**src/grmc_pkg.sv**
```systemverilog
// Shared types, constants and coefficient tables of the Gaussian running mean classifier.
// No dependencies.
package grmc_pkg;

  localparam int NUM_MEAN_REGS = 4;
  localparam int CFG_IDX_W     = 3;
  localparam int DATA_W        = 16;

  localparam logic [CFG_IDX_W-1:0] REG_MEAN0     = 3'd0;
  localparam logic [CFG_IDX_W-1:0] REG_INV_SIGMA = 3'd4;
  localparam logic [CFG_IDX_W-1:0] REG_THRESHOLD = 3'd5;

  localparam logic [DATA_W-1:0] INV_SIGMA_RESET = 16'd8192;
  localparam logic [DATA_W-1:0] THRESHOLD_RESET = 16'd49152;
  localparam logic [DATA_W-1:0] COUNT_MAX       = 16'hFFFF;

  localparam int X_W    = 18;
  localparam int DEN_W  = 18;
  localparam int T_W    = 17;
  localparam int PACC_W = 21;
  localparam int PMAG_W = 20;
  localparam int F_W    = 30;
  localparam int E_W    = 31;
  localparam int K_W    = 4;

  localparam logic [31:0] INV_SQRT2_Q16 = 32'd46341;
  localparam logic [31:0] P_Q16         = 32'd21469;
  localparam logic [E_W-1:0] Q30_ONE    = 31'h4000_0000;

  localparam logic signed [PACC_W-1:0] POLY_C0 = 21'sd69560;

  localparam logic [K_W-1:0] HORNER_STEPS  = 4'd5;
  localparam logic [K_W-1:0] TAYLOR_TERMS  = 4'd12;
  localparam logic [K_W-1:0] EXP_SQUARINGS = 4'd4;

  typedef enum logic [4:0] {
    OP_NOP, OP_LOAD, OP_Z, OP_XS, OP_X, OP_PX, OP_DEN, OP_T, OP_HMUL, OP_HADD,
    OP_SQ, OP_F, OP_TM1, OP_TV, OP_TM2, OP_TQ, OP_TC, OP_EM, OP_ES, OP_PM, OP_P,
    OP_AM, OP_AD, OP_AW, OP_FIN
  } grmc_op_t;

  typedef struct packed {
    grmc_op_t       op;
    logic [K_W-1:0] k;
  } grmc_cmd_t;

  typedef struct packed {
    logic div_done;
    logic far;
  } grmc_stat_t;

  function automatic logic [DATA_W-1:0] mean_reset(input int i);
    case (i)
      0:       mean_reset = 16'd12534;
      1:       mean_reset = 16'd14172;
      2:       mean_reset = 16'd11223;
      3:       mean_reset = 16'd7946;
      default: mean_reset = '0;
    endcase
  endfunction

  // Horner coefficients after the leading one; the final step adds nothing
  function automatic logic signed [PACC_W-1:0] poly_coef(input logic [K_W-1:0] k);
    case (k)
      4'd1:    poly_coef = -21'sd95234;
      4'd2:    poly_coef = 21'sd93154;
      4'd3:    poly_coef = -21'sd18645;
      4'd4:    poly_coef = 21'sd16701;
      default: poly_coef = '0;
    endcase
  endfunction

  // floor(2^30 / k)
  function automatic logic [E_W-1:0] recip_q30(input logic [K_W-1:0] k);
    case (k)
      4'd1:    recip_q30 = 31'd1073741824;
      4'd2:    recip_q30 = 31'd536870912;
      4'd3:    recip_q30 = 31'd357913941;
      4'd4:    recip_q30 = 31'd268435456;
      4'd5:    recip_q30 = 31'd214748364;
      4'd6:    recip_q30 = 31'd178956970;
      4'd7:    recip_q30 = 31'd153391689;
      4'd8:    recip_q30 = 31'd134217728;
      4'd9:    recip_q30 = 31'd119304647;
      4'd10:   recip_q30 = 31'd107374182;
      4'd11:   recip_q30 = 31'd97612893;
      4'd12:   recip_q30 = 31'd89478485;
      default: recip_q30 = '0;
    endcase
  endfunction

endpackage

```
**src/grmc_div.sv**
```systemverilog
// Restoring radix-2 divider, one quotient bit per cycle.
// No dependencies.
module grmc_div #(
  parameter int DW = 33,
  parameter int VW = 18
) (
  input  logic          clk,
  input  logic          rst_n,
  input  logic          start,
  input  logic [DW-1:0] dividend,
  input  logic [VW-1:0] divisor,
  output logic          done,
  output logic [DW-1:0] quotient
);
  localparam int CNW = $clog2(DW + 1);

  logic [DW-1:0]  quo_r;
  logic [VW-1:0]  rem_r;
  logic [VW-1:0]  dvs_r;
  logic [CNW-1:0] cnt_r;
  logic           busy_r;
  logic           done_r;
  logic [VW:0]    rem_sh;
  logic [VW:0]    rem_dif;
  logic           ge;

  assign rem_sh  = {rem_r, quo_r[DW-1]};
  assign rem_dif = rem_sh - {1'b0, dvs_r};
  assign ge      = rem_sh >= {1'b0, dvs_r};

  always_ff @(posedge clk) begin
    if (!rst_n) begin
      busy_r <= 1'b0;
      done_r <= 1'b0;
      cnt_r  <= '0;
    end else begin
      done_r <= 1'b0;
      if (start) begin
        busy_r <= 1'b1;
        cnt_r  <= CNW'(DW);
      end else if (busy_r) begin
        cnt_r <= cnt_r - 1'b1;
        if (cnt_r == CNW'(1)) begin
          busy_r <= 1'b0;
          done_r <= 1'b1;
        end
      end
    end
  end

  always_ff @(posedge clk) begin
    if (start) begin
      quo_r <= dividend;
      rem_r <= '0;
      dvs_r <= divisor;
    end else if (busy_r) begin
      quo_r <= {quo_r[DW-2:0], ge};
      rem_r <= ge ? rem_dif[VW-1:0] : rem_sh[VW-1:0];
    end
  end

  assign done     = done_r;
  assign quotient = quo_r;

endmodule

```
**src/grmc_dpath.sv**
```systemverilog
// Datapath: configuration registers, shared multiplier, divider, class averages, result register.
// Depends on grmc_pkg and grmc_div.
module grmc_dpath #(
  parameter int NUM_CLASSES = 4,
  parameter int PROB_BITS   = 16,
  parameter int CW          = 2,
  parameter int DW          = 33
) (
  input  logic                              clk,
  input  logic                              rst_n,
  input  grmc_pkg::grmc_cmd_t               cmd,
  input  logic [CW-1:0]                     cls,
  output grmc_pkg::grmc_stat_t              st,
  input  logic [grmc_pkg::DATA_W-1:0]       in_peak_reading,
  input  logic                              cfg_valid,
  input  logic [grmc_pkg::CFG_IDX_W-1:0]    cfg_index,
  input  logic [grmc_pkg::DATA_W-1:0]       cfg_data,
  output logic                              out_decided,
  output logic [1:0]                        out_best_class,
  output logic [15:0]                       out_best_probability,
  output logic [2:0]                        out_latched_class
);
  import grmc_pkg::*;

  localparam int LW = $clog2(NUM_CLASSES + 1);
  localparam logic [PROB_BITS-1:0] PROB_MAX = '1;

  logic [DATA_W-1:0]   mean_r [NUM_MEAN_REGS];
  logic [DATA_W-1:0]   mean_v [NUM_CLASSES];
  logic [DATA_W-1:0]   isig_r;
  logic [DATA_W-1:0]   thr_r;
  logic [PROB_BITS-1:0] avg_r [NUM_CLASSES];
  logic [DATA_W-1:0]   count_r;
  logic [LW-1:0]       dec_r;

  logic [DATA_W-1:0]   reading_r;
  logic [63:0]         prod_r;
  logic [X_W-1:0]      x_r;
  logic                far_r;
  logic [T_W-1:0]      t_r;
  logic signed [PACC_W-1:0] pacc_r;
  logic [F_W-1:0]      f_r;
  logic [E_W-1:0]      eacc_r;
  logic [F_W-1:0]      v_r;
  logic [F_W-1:0]      q_r;
  logic [PROB_BITS-1:0] p_r;
  logic [PROB_BITS-1:0] best_r;
  logic [CW-1:0]       bidx_r;

  logic [31:0]         mul_a;
  logic [31:0]         mul_b;
  logic [DATA_W-1:0]   mean_sel;
  logic [DATA_W-1:0]   abs_diff;
  logic [63:0]         xw;
  logic [DEN_W-1:0]    den;
  logic [PMAG_W-1:0]   pmag;
  logic [PMAG_W-1:0]   pclamp;
  logic [63:0]         hmag;
  logic signed [PACC_W-1:0] hval;
  logic [F_W+K_W-1:0]  trem;
  logic [F_W-1:0]      tq;
  logic [63:0]         pw;
  logic [DATA_W:0]     n1;
  logic                div_start;
  logic [DW-1:0]       div_dividend;
  logic [DEN_W-1:0]    div_divisor;
  logic                div_done;
  logic [DW-1:0]       div_quo;
  logic [PROB_BITS-1:0] qa;
  logic [DATA_W+24:0]  thr_w;
  logic                decided;

  for (genvar g = 0; g < NUM_CLASSES; g++) begin : g_mean
    assign mean_v[g] = (g < NUM_MEAN_REGS) ? mean_r[g % NUM_MEAN_REGS] : '0;
  end

  assign mean_sel = mean_v[cls];
  assign abs_diff = (reading_r >= mean_sel) ? reading_r - mean_sel : mean_sel - reading_r;
  assign xw       = (prod_r + 64'h80_0000) >> 24;
  assign den      = DEN_W'(64'd65536 + ((prod_r + 64'd32768) >> 16));
  assign pmag     = pacc_r[PACC_W-1] ? PMAG_W'(-pacc_r) : PMAG_W'(pacc_r);
  assign pclamp   = pacc_r[PACC_W-1] ? '0 : PMAG_W'(pacc_r);
  assign hmag     = (prod_r + 64'd32768) >> 16;
  assign hval     = pacc_r[PACC_W-1] ? -$signed(PACC_W'(hmag)) : $signed(PACC_W'(hmag));
  assign trem     = {{K_W{1'b0}}, v_r} - q_r * cmd.k;
  assign tq       = (trem >= (F_W+K_W)'(cmd.k)) ? q_r + 1'b1 : q_r;
  assign pw       = (prod_r + (64'd1 << (45 - PROB_BITS))) >> (46 - PROB_BITS);
  assign n1       = {1'b0, count_r} + 1'b1;
  assign qa       = div_quo[PROB_BITS-1:0];
  assign thr_w    = ({25'd0, thr_r} << PROB_BITS) >> 16;
  assign decided  = (DATA_W+25)'(best_r) >= thr_w;

  always_comb begin
    mul_a = '0;
    mul_b = '0;
    case (cmd.op)
      OP_Z: begin
        mul_a = 32'(abs_diff);
        mul_b = 32'(isig_r);
      end
      OP_XS: begin
        mul_a = prod_r[31:0];
        mul_b = INV_SQRT2_Q16;
      end
      OP_PX: begin
        mul_a = 32'(x_r);
        mul_b = P_Q16;
      end
      OP_HMUL: begin
        mul_a = 32'(pmag);
        mul_b = 32'(t_r);
      end
      OP_SQ: begin
        mul_a = 32'(x_r);
        mul_b = 32'(x_r);
      end
      OP_TM1: begin
        mul_a = 32'(f_r);
        mul_b = 32'(eacc_r);
      end
      OP_TM2: begin
        mul_a = 32'(v_r);
        mul_b = 32'(recip_q30(cmd.k));
      end
      OP_EM: begin
        mul_a = 32'(eacc_r);
        mul_b = 32'(eacc_r);
      end
      OP_PM: begin
        mul_a = 32'(pclamp);
        mul_b = 32'(eacc_r);
      end
      OP_AM: begin
        mul_a = 32'(count_r);
        mul_b = 32'(avg_r[cls]);
      end
      default: begin
        mul_a = '0;
        mul_b = '0;
      end
    endcase
  end

  assign div_start    = (cmd.op == OP_DEN) || (cmd.op == OP_AD);
  assign div_dividend = (cmd.op == OP_DEN) ? DW'((64'd1 << 32) + 64'(den >> 1))
                                           : DW'(prod_r + 64'(p_r) + 64'(n1 >> 1));
  assign div_divisor  = (cmd.op == OP_DEN) ? den : DEN_W'(n1);

  grmc_div #(
    .DW (DW),
    .VW (DEN_W)
  ) u_div (
    .clk      (clk),
    .rst_n    (rst_n),
    .start    (div_start),
    .dividend (div_dividend),
    .divisor  (div_divisor),
    .done     (div_done),
    .quotient (div_quo)
  );

  // Architectural state
  always_ff @(posedge clk) begin
    if (!rst_n) begin
      for (int i = 0; i < NUM_MEAN_REGS; i++) begin
        mean_r[i] <= mean_reset(i);
      end
      for (int i = 0; i < NUM_CLASSES; i++) begin
        avg_r[i] <= '0;
      end
      isig_r  <= INV_SIGMA_RESET;
      thr_r   <= THRESHOLD_RESET;
      count_r <= '0;
      dec_r   <= LW'(NUM_CLASSES);
    end else begin
      if (cfg_valid) begin
        if (cfg_index == REG_INV_SIGMA) begin
          isig_r <= cfg_data;
        end else if (cfg_index == REG_THRESHOLD) begin
          thr_r <= cfg_data;
        end else begin
          for (int i = 0; i < NUM_MEAN_REGS; i++) begin
            if (i < NUM_CLASSES && cfg_index == REG_MEAN0 + CFG_IDX_W'(i)) begin
              mean_r[i] <= cfg_data;
            end
          end
        end
      end
      if (cmd.op == OP_AW) begin
        avg_r[cls] <= qa;
      end
      if (cmd.op == OP_FIN) begin
        if (count_r != COUNT_MAX) begin
          count_r <= count_r + 1'b1;
        end
        if (decided) begin
          dec_r <= LW'(bidx_r);
        end
      end
    end
  end

  // Working registers
  always_ff @(posedge clk) begin
    prod_r <= mul_a * mul_b;
    case (cmd.op)
      OP_LOAD: reading_r <= in_peak_reading;
      OP_X: begin
        x_r   <= xw[X_W-1:0];
        far_r <= xw >= (64'd1 << X_W);
        p_r   <= '0;
      end
      OP_T: begin
        t_r    <= div_quo[T_W-1:0];
        pacc_r <= POLY_C0;
      end
      OP_HADD: pacc_r <= hval + poly_coef(cmd.k);
      OP_F: begin
        f_r    <= F_W'(((prod_r + 64'd32768) >> 16) << 10);
        eacc_r <= Q30_ONE;
      end
      OP_TV: v_r <= F_W'(prod_r >> 30);
      OP_TQ: q_r <= F_W'(prod_r >> 30);
      OP_TC: eacc_r <= Q30_ONE - E_W'(tq);
      OP_ES: eacc_r <= E_W'((prod_r + 64'h2000_0000) >> 30);
      OP_P:  p_r <= (pw > 64'(PROB_MAX)) ? PROB_MAX : PROB_BITS'(pw);
      OP_AW: begin
        if (cls == '0 || qa > best_r) begin
          best_r <= qa;
          bidx_r <= cls;
        end
      end
      OP_FIN: begin
        out_decided          <= decided;
        out_best_class       <= 2'(bidx_r);
        out_best_probability <= 16'(best_r);
        out_latched_class    <= decided ? 3'(bidx_r) : 3'(dec_r);
      end
      default: begin
      end
    endcase
  end

  assign st.div_done = div_done;
  assign st.far      = far_r;

endmodule

```
**src/grmc_ctrl.sv**
```systemverilog
// Controller: sequences the per-class steps and owns the channel handshakes.
// Depends on grmc_pkg.
module grmc_ctrl #(
  parameter int NUM_CLASSES = 4,
  parameter int CW          = 2
) (
  input  logic                 clk,
  input  logic                 rst_n,
  input  logic                 in_valid,
  output logic                 in_ready,
  output logic                 out_valid,
  input  logic                 out_ready,
  input  grmc_pkg::grmc_stat_t st,
  output grmc_pkg::grmc_cmd_t  cmd,
  output logic [CW-1:0]        cls
);
  import grmc_pkg::*;

  typedef enum logic [4:0] {
    S_IDLE, S_Z, S_XS, S_X, S_PX, S_DEN, S_DWAIT, S_T, S_HMUL, S_HADD, S_SQ, S_F,
    S_TM1, S_TV, S_TM2, S_TQ, S_TC, S_EM, S_ES, S_PM, S_P, S_AM, S_AD, S_AWAIT,
    S_AW, S_FIN
  } state_t;

  state_t         state_r;
  logic [CW-1:0]  cls_r;
  logic [K_W-1:0] k_r;
  logic           out_valid_r;
  logic           slot_free;

  assign slot_free = !out_valid_r || out_ready;

  always_comb begin
    case (state_r)
      S_IDLE:  cmd.op = in_valid ? OP_LOAD : OP_NOP;
      S_Z:     cmd.op = OP_Z;
      S_XS:    cmd.op = OP_XS;
      S_X:     cmd.op = OP_X;
      S_PX:    cmd.op = OP_PX;
      S_DEN:   cmd.op = OP_DEN;
      S_T:     cmd.op = OP_T;
      S_HMUL:  cmd.op = OP_HMUL;
      S_HADD:  cmd.op = OP_HADD;
      S_SQ:    cmd.op = OP_SQ;
      S_F:     cmd.op = OP_F;
      S_TM1:   cmd.op = OP_TM1;
      S_TV:    cmd.op = OP_TV;
      S_TM2:   cmd.op = OP_TM2;
      S_TQ:    cmd.op = OP_TQ;
      S_TC:    cmd.op = OP_TC;
      S_EM:    cmd.op = OP_EM;
      S_ES:    cmd.op = OP_ES;
      S_PM:    cmd.op = OP_PM;
      S_P:     cmd.op = OP_P;
      S_AM:    cmd.op = OP_AM;
      S_AD:    cmd.op = OP_AD;
      S_AW:    cmd.op = OP_AW;
      S_FIN:   cmd.op = slot_free ? OP_FIN : OP_NOP;
      default: cmd.op = OP_NOP;
    endcase
    cmd.k = k_r;
  end

  always_ff @(posedge clk) begin
    if (!rst_n) begin
      state_r     <= S_IDLE;
      cls_r       <= '0;
      k_r         <= '0;
      out_valid_r <= 1'b0;
    end else begin
      if (out_ready && state_r != S_FIN) begin
        out_valid_r <= 1'b0;
      end
      case (state_r)
        S_IDLE: begin
          if (in_valid) begin
            state_r <= S_Z;
            cls_r   <= '0;
          end
        end
        S_Z:   state_r <= S_XS;
        S_XS:  state_r <= S_X;
        S_X:   state_r <= S_PX;
        S_PX:  state_r <= st.far ? S_AM : S_DEN;
        S_DEN: state_r <= S_DWAIT;
        S_DWAIT: begin
          if (st.div_done) begin
            state_r <= S_T;
          end
        end
        S_T: begin
          state_r <= S_HMUL;
          k_r     <= 4'd1;
        end
        S_HMUL: state_r <= S_HADD;
        S_HADD: begin
          if (k_r == HORNER_STEPS) begin
            state_r <= S_SQ;
          end else begin
            state_r <= S_HMUL;
            k_r     <= k_r + 1'b1;
          end
        end
        S_SQ: state_r <= S_F;
        S_F: begin
          state_r <= S_TM1;
          k_r     <= TAYLOR_TERMS;
        end
        S_TM1: state_r <= S_TV;
        S_TV:  state_r <= S_TM2;
        S_TM2: state_r <= S_TQ;
        S_TQ:  state_r <= S_TC;
        S_TC: begin
          if (k_r == 4'd1) begin
            state_r <= S_EM;
            k_r     <= '0;
          end else begin
            state_r <= S_TM1;
            k_r     <= k_r - 1'b1;
          end
        end
        S_EM: state_r <= S_ES;
        S_ES: begin
          if (k_r == EXP_SQUARINGS - 1'b1) begin
            state_r <= S_PM;
          end else begin
            state_r <= S_EM;
            k_r     <= k_r + 1'b1;
          end
        end
        S_PM: state_r <= S_P;
        S_P:  state_r <= S_AM;
        S_AM: state_r <= S_AD;
        S_AD: state_r <= S_AWAIT;
        S_AWAIT: begin
          if (st.div_done) begin
            state_r <= S_AW;
          end
        end
        S_AW: begin
          if (cls_r == CW'(NUM_CLASSES - 1)) begin
            state_r <= S_FIN;
          end else begin
            state_r <= S_Z;
            cls_r   <= cls_r + 1'b1;
          end
        end
        S_FIN: begin
          if (slot_free) begin
            state_r     <= S_IDLE;
            out_valid_r <= 1'b1;
          end
        end
        default: state_r <= S_IDLE;
      endcase
    end
  end

  assign in_ready  = (state_r == S_IDLE);
  assign out_valid = out_valid_r;
  assign cls       = cls_r;

  a_fin_holds: assert property (@(posedge clk) disable iff (!rst_n)
    (state_r == S_FIN && out_valid_r && !out_ready) |=> (state_r == S_FIN))
    else $error("result committed over an untaken result");

  a_div_done_waiting: assert property (@(posedge clk) disable iff (!rst_n)
    st.div_done |-> (state_r == S_DWAIT || state_r == S_AWAIT))
    else $error("divider finished outside a wait state");

  a_taylor_range: assert property (@(posedge clk) disable iff (!rst_n)
    (state_r == S_TC) |-> (k_r >= 4'd1 && k_r <= TAYLOR_TERMS))
    else $error("Taylor term index out of range");

  a_class_range: assert property (@(posedge clk) disable iff (!rst_n)
    cls_r <= CW'(NUM_CLASSES - 1))
    else $error("class index out of range");

endmodule

```
**src/gaussian_running_mean_classifier_top.sv**
```systemverilog
// Gaussian likelihood classifier with per-class running mean of tail probabilities.
// One item at a time: one new reading is taken only after the previous one has been fully
// processed. Each class runs through the shared multiplier and the DW-bit restoring divider
// (DW = max(33, PROB_BITS+17)); a class in the far tail (x >= 4) skips to the average update
// with a zero probability. The result sits in an output register, so the next reading is
// taken while it waits. cfg_ready is always high.
module gaussian_running_mean_classifier_top #(
  parameter int NUM_CLASSES = 4,
  parameter int PROB_BITS   = 16
) (
  input  logic                           clk,
  input  logic                           rst_n,
  input  logic                           in_valid,
  output logic                           in_ready,
  input  logic [grmc_pkg::DATA_W-1:0]    in_peak_reading,
  output logic                           out_valid,
  input  logic                           out_ready,
  output logic                           out_decided,
  output logic [1:0]                     out_best_class,
  output logic [15:0]                    out_best_probability,
  output logic [2:0]                     out_latched_class,
  input  logic                           cfg_valid,
  output logic                           cfg_ready,
  input  logic [grmc_pkg::CFG_IDX_W-1:0] cfg_index,
  input  logic [grmc_pkg::DATA_W-1:0]    cfg_data
);
  import grmc_pkg::*;

  localparam int CW = $clog2(NUM_CLASSES);
  localparam int DW = (PROB_BITS + 17 > 33) ? PROB_BITS + 17 : 33;

  grmc_cmd_t     cmd;
  grmc_stat_t    st;
  logic [CW-1:0] cls;

  assign cfg_ready = 1'b1;

  grmc_ctrl #(
    .NUM_CLASSES (NUM_CLASSES),
    .CW          (CW)
  ) u_ctrl (
    .clk       (clk),
    .rst_n     (rst_n),
    .in_valid  (in_valid),
    .in_ready  (in_ready),
    .out_valid (out_valid),
    .out_ready (out_ready),
    .st        (st),
    .cmd       (cmd),
    .cls       (cls)
  );

  grmc_dpath #(
    .NUM_CLASSES (NUM_CLASSES),
    .PROB_BITS   (PROB_BITS),
    .CW          (CW),
    .DW          (DW)
  ) u_dpath (
    .clk                  (clk),
    .rst_n                (rst_n),
    .cmd                  (cmd),
    .cls                  (cls),
    .st                   (st),
    .in_peak_reading      (in_peak_reading),
    .cfg_valid            (cfg_valid),
    .cfg_index            (cfg_index),
    .cfg_data             (cfg_data),
    .out_decided          (out_decided),
    .out_best_class       (out_best_class),
    .out_best_probability (out_best_probability),
    .out_latched_class    (out_latched_class)
  );

endmodule

```
**config.mk**
```make
export PLATFORM = sky130hd
export DESIGN_NAME = gaussian_running_mean_classifier_top
export DESIGN_NICKNAME = d
export VERILOG_FILES = /design/src/grmc_pkg.sv /design/src/grmc_div.sv /design/src/grmc_dpath.sv /design/src/grmc_ctrl.sv /design/src/gaussian_running_mean_classifier_top.sv
export SDC_FILE = /design/constraint.sdc
export NUM_CORES = 2
export LEC_CHECK = 0
export ABC_AREA = 1
export BUFFER_PORTS_ARGS = -buffer_cell sky130_fd_sc_hd__buf_2
export CAP_MARGIN = 30
export CORE_MARGIN = 2
export CORE_UTILIZATION = 30
export DETAILED_ROUTE_END_ITERATION = 8
export HOLD_SLACK_MARGIN = 0.15
export SETUP_SLACK_MARGIN = 0.5
export SLEW_MARGIN = 20
export SYNTH_ARGS = -nofsm -noshare
export SYNTH_HDL_FRONTEND = slang
export SYNTH_SLANG_ARGS = --single-unit
```
**constraint.sdc**
```tcl
create_clock -name clk -period 25.9 [get_ports clk]
set_clock_uncertainty 0.2 [all_clocks]
set_input_delay 1.295 -clock clk [delete_from_list [all_inputs] [get_ports clk]]
set_output_delay 1.295 -clock clk [all_outputs]
set_load 0.01 [all_outputs]
```
==> metrics.json <==
{
  "yosys": {
    "synth_seq_cells": 594,
    "synthesized_area_per_cell_um2": 8.13,
    "synth.most_common_cell": "sky130_fd_sc_hd__nand2_1",
    "synth_largest_type_area_fraction_pct": 27.6,
    "netlist.top_cell.by_area": "sky130_fd_sc_hd__fa_1",
    "synth.area.top_cells": "sky130_fd_sc_hd__fa_1 28%, sky130_fd_sc_hd__edfxtp_1 18%, sky130_fd_sc_hd__nand2_1 9.6%, sky130_fd_sc_hd__inv_1 9.6%, sky130_fd_sc_hd__ha_1 7.9%",
    "synthesis.instances": 8671,
    "ys_seq_area_share_pct": 22.8,
    "synth_top_flop_cell": "sky130_fd_sc_hd__edfxtp_1",
    "synth_warnings": 0,
    "yosys-top-cells-count": "1,810 x sky130_fd_sc_hd__nand2_1, 1,806 x sky130_fd_sc_hd__inv_1, 971 x sky130_fd_sc_hd__fa_1",
    "async_flop_share_pct": 0,
    "yosys.cell_types.count": 68,
    "synth_enable_flop_cells": 419,
    "synthesis.area_mm2": 0.0705
  },
  "final_layout": {
    "post_route_cells_drive_above_1_share_pct": 5.11,
    "fin_util_pct": 33.2,
    "area_taken_by_multi_input_logic_gates_mm2": 0.0466,
    "filler_cell_count": 24500,
    "finish.net_count": 10100,
    "area_growth_pct": 9.66,
    "area.sequential_mm2": 0.0161
  },
  "route": {
    "top_signal_layer_used": "met5",
    "met3RoutedLength_um": 24900,
    "wl_met1_um": 107000,
    "routed_wirelength_um": 268000,
    "detail_route.drc_violations": 0,
    "drt-initial-drc-count": 5782,
    "routed_wl_per_cell_um": 22.6,
    "dr_wl_met2_um": 118000,
    "routed-via-count": 60200,
    "antenna_left": 0,
    "drt-vias-per-instance": 5.07,
    "first_pass_iters": 6
  },
  "grt": {
    "gr-total-overflow": 0,
    "global_route_wire_length_before_repair_um": 396000,
    "maximum_number_of_pins_on_one_net_before_global_route_repair": 59,
    "grt_antenna_before_repair": 9,
    "grt_util_all_layers_pct": 22.2,
    "vias_in_the_first_global_route": 60400
  },
  "clock_network": {
    "cts_tree": "built",
    "cts_resized": 0,
    "clock_latency_ps": 660,
    "max-clock-path-buffers": 3,
    "sink_count": 594,
    "cts_post_setup_buffers_inserted": 0,
    "cts_inserted_buffers": 70,
    "clockRootBuffer": "sky130_fd_sc_hd__clkbuf_16",
    "postCtsHoldBufs": 0,
    "worst_setup_hold_path_clk_slew_ps": 60,
    "h-tree-depth": 3
  },
  "floorplanning": {
    "i_o_pin_total": 65,
    "die_area_mm2": 0.239,
    "initial_core_utilization_pct": 30.2,
    "die-width_um": 489,
    "fp.dieH_um": 489,
    "core_region_area_mm2": 0.233,
    "std_cell_rows": 177
  },
  "sta": {
    "timing.setup.tns_ps": 0,
    "endpoints_failing_hold": 0,
    "setup_viol": 0,
    "fin_crit_sh_pct": 52.5,
    "min_period_ps": 13590,
    "worst_slew_margin_rel_pct": 20.7,
    "timing.fmax_ghz": 0.0736,
    "grt_setup_unrepaired": "no",
    "max_slew_vio_count": 0,
    "worst_tran_pin_value_ps": 1180
  },
  "setup_path": {
    "worst_path_class_setup": "flop to flop",
    "cp.arrival_ps": 13960,
    "cp_common_cell": "sky130_fd_sc_hd__fa_1",
    "max_stage_delay_ps": 850,
    "critPathSlowestCell": "sky130_fd_sc_hd__clkinv_1",
    "critical_path_buf_inv_count": 9,
    "critPathTopFamily": "adder cells",
    "worstSetupStartpointType": "flop",
    "critical_path_peak_fanout": 22,
    "cp.required_ps": 26270,
    "worstSetupEndpointType": "flop"
  },
  "power": {
    "p_per_area_mw_per_mm2": 83.7,
    "irDropWorstVdd_mv": 0.0830,
    "design_power_total_mw": 6.47,
    "leakagePower_nw": 35.5
  },
  "run_status": {
    "outcome": "finished, final reports clean"
  },
  "placed_design": {
    "finalWeightedCongestion": 0.996,
    "place.detailed.hpwl_um": 211000,
    "port-buffer-count": 63
  },
  "run": {
    "max_cap_violations": 0
  },
  "worst_hold_path": {
    "timing.hold.worst.class": "flop to flop"
  }
}
-- power by group --
group / internal [mW] / switching [mW]
Clock: 0.577 / 0.440
Combinational: 1.25 / 2.91
Sequential: 1.16 / 0.133
Total: 2.99 / 3.48
-- sequential cells by signal, indices dropped and copies added, names as in the netlist, 17 cells and up, named ones only --
signal / count
u_dpath.v_r: 30
u_dpath.u_div.rem_r: 18
u_dpath.f_r: 20
u_dpath.avg_r: 64
u_dpath.u_div.dvs_r: 18
u_dpath.pacc_r: 21
u_dpath.u_div.quotient: 33
u_dpath.t_r: 17
u_dpath.eacc_r: 31
u_dpath.prod_r: 63
u_dpath.q_r: 30
u_dpath.x_r: 18
u_dpath.mean_r: 64
-- cell families after synthesis --
family          count (synthesis)  share of synthesized area (%)
compound gates                962                           8.01
xor+xnor                      264                           3.28
fa+ha+maj                    1415                           35.4
buf+inv                      2157                           11.5
flops                         594                           22.8
mux                             5                         0.0710
other cells                     2                         0.0106
simple gates                 3272                           18.8
-- path summary, 6_finish.rpt --
kind	slack (ps)	cells after the start	endpoint	start
setup / recovery	12310	43	u_dpath.prod_r[60]	u_ctrl.cls[1]
hold / removal	290	2	u_dpath.u_div.cnt_r[3]	u_dpath.u_div.cnt_r[3]
setup reg to reg	12310	43	u_dpath.prod_r[60]	u_ctrl.cls[1]
hold reg to reg	290	2	u_dpath.u_div.cnt_r[3]	u_dpath.u_div.cnt_r[3]
-- cell usage in the layout (no fill, tap or decap), drive strengths merged, types with 95 or more instances in the layout --
cell type and instances:
inv 1830, nand2 1816, nor2 978, fa 971
ha 444, edfxtp 419, a21oi 346, o21ai 310
nand3 216, buf 207, xor2 203, dfxtp 175
nor3 95
-- layout make-up --
cell class | instances | share of cell area, %
Clock buffer | 94 | 2.47
Sequential cell | 594 | 20.8
Clock inverter | 35 | 0.498
Inverter | 1856 | 9.01
Tap cell | 3132 | 5.07
Antenna cell | 5 | 0.0162
Timing Repair Buffer | 208 | 1.93
Multi-Input combinational cell | 5943 | 60.2
-- routing by layer --
layer | vias up | track usage (%)
li1 | 26800 | -
met1 | 29800 | 28.7
met2 | 2999 | 34.6
met3 | 678 | 4.51
met4 | 4 | 12.7
met5 | - | 0
-- worst register-to-register path: cells and delay by family (launching register included) --
kind	cells	cell delay [ps]
flops	1	740
mux	1	440
xor+xnor	2	250
fa+ha+maj	10	4640
compound gates	6	2170
simple gates	15	3170
buf+inv	9	1930
-- metrics by stage --
stage | hold slack (ps) | cell area (um2) | setup slack (ps) | cells
floorplan | 224 | 70600 | 15670 | 8694
global placement | 266 | 74800 | 12710 | 11700
detailed placement | 251 | 74900 | 12470 | 11700
CTS | 284 | 77200 | 12440 | 11900
global route | 300 | 77300 | 11220 | 11900
finish | 290 | 77300 | 12310 | 11900
Note: power is estimated with default switching activity, not from simulation.
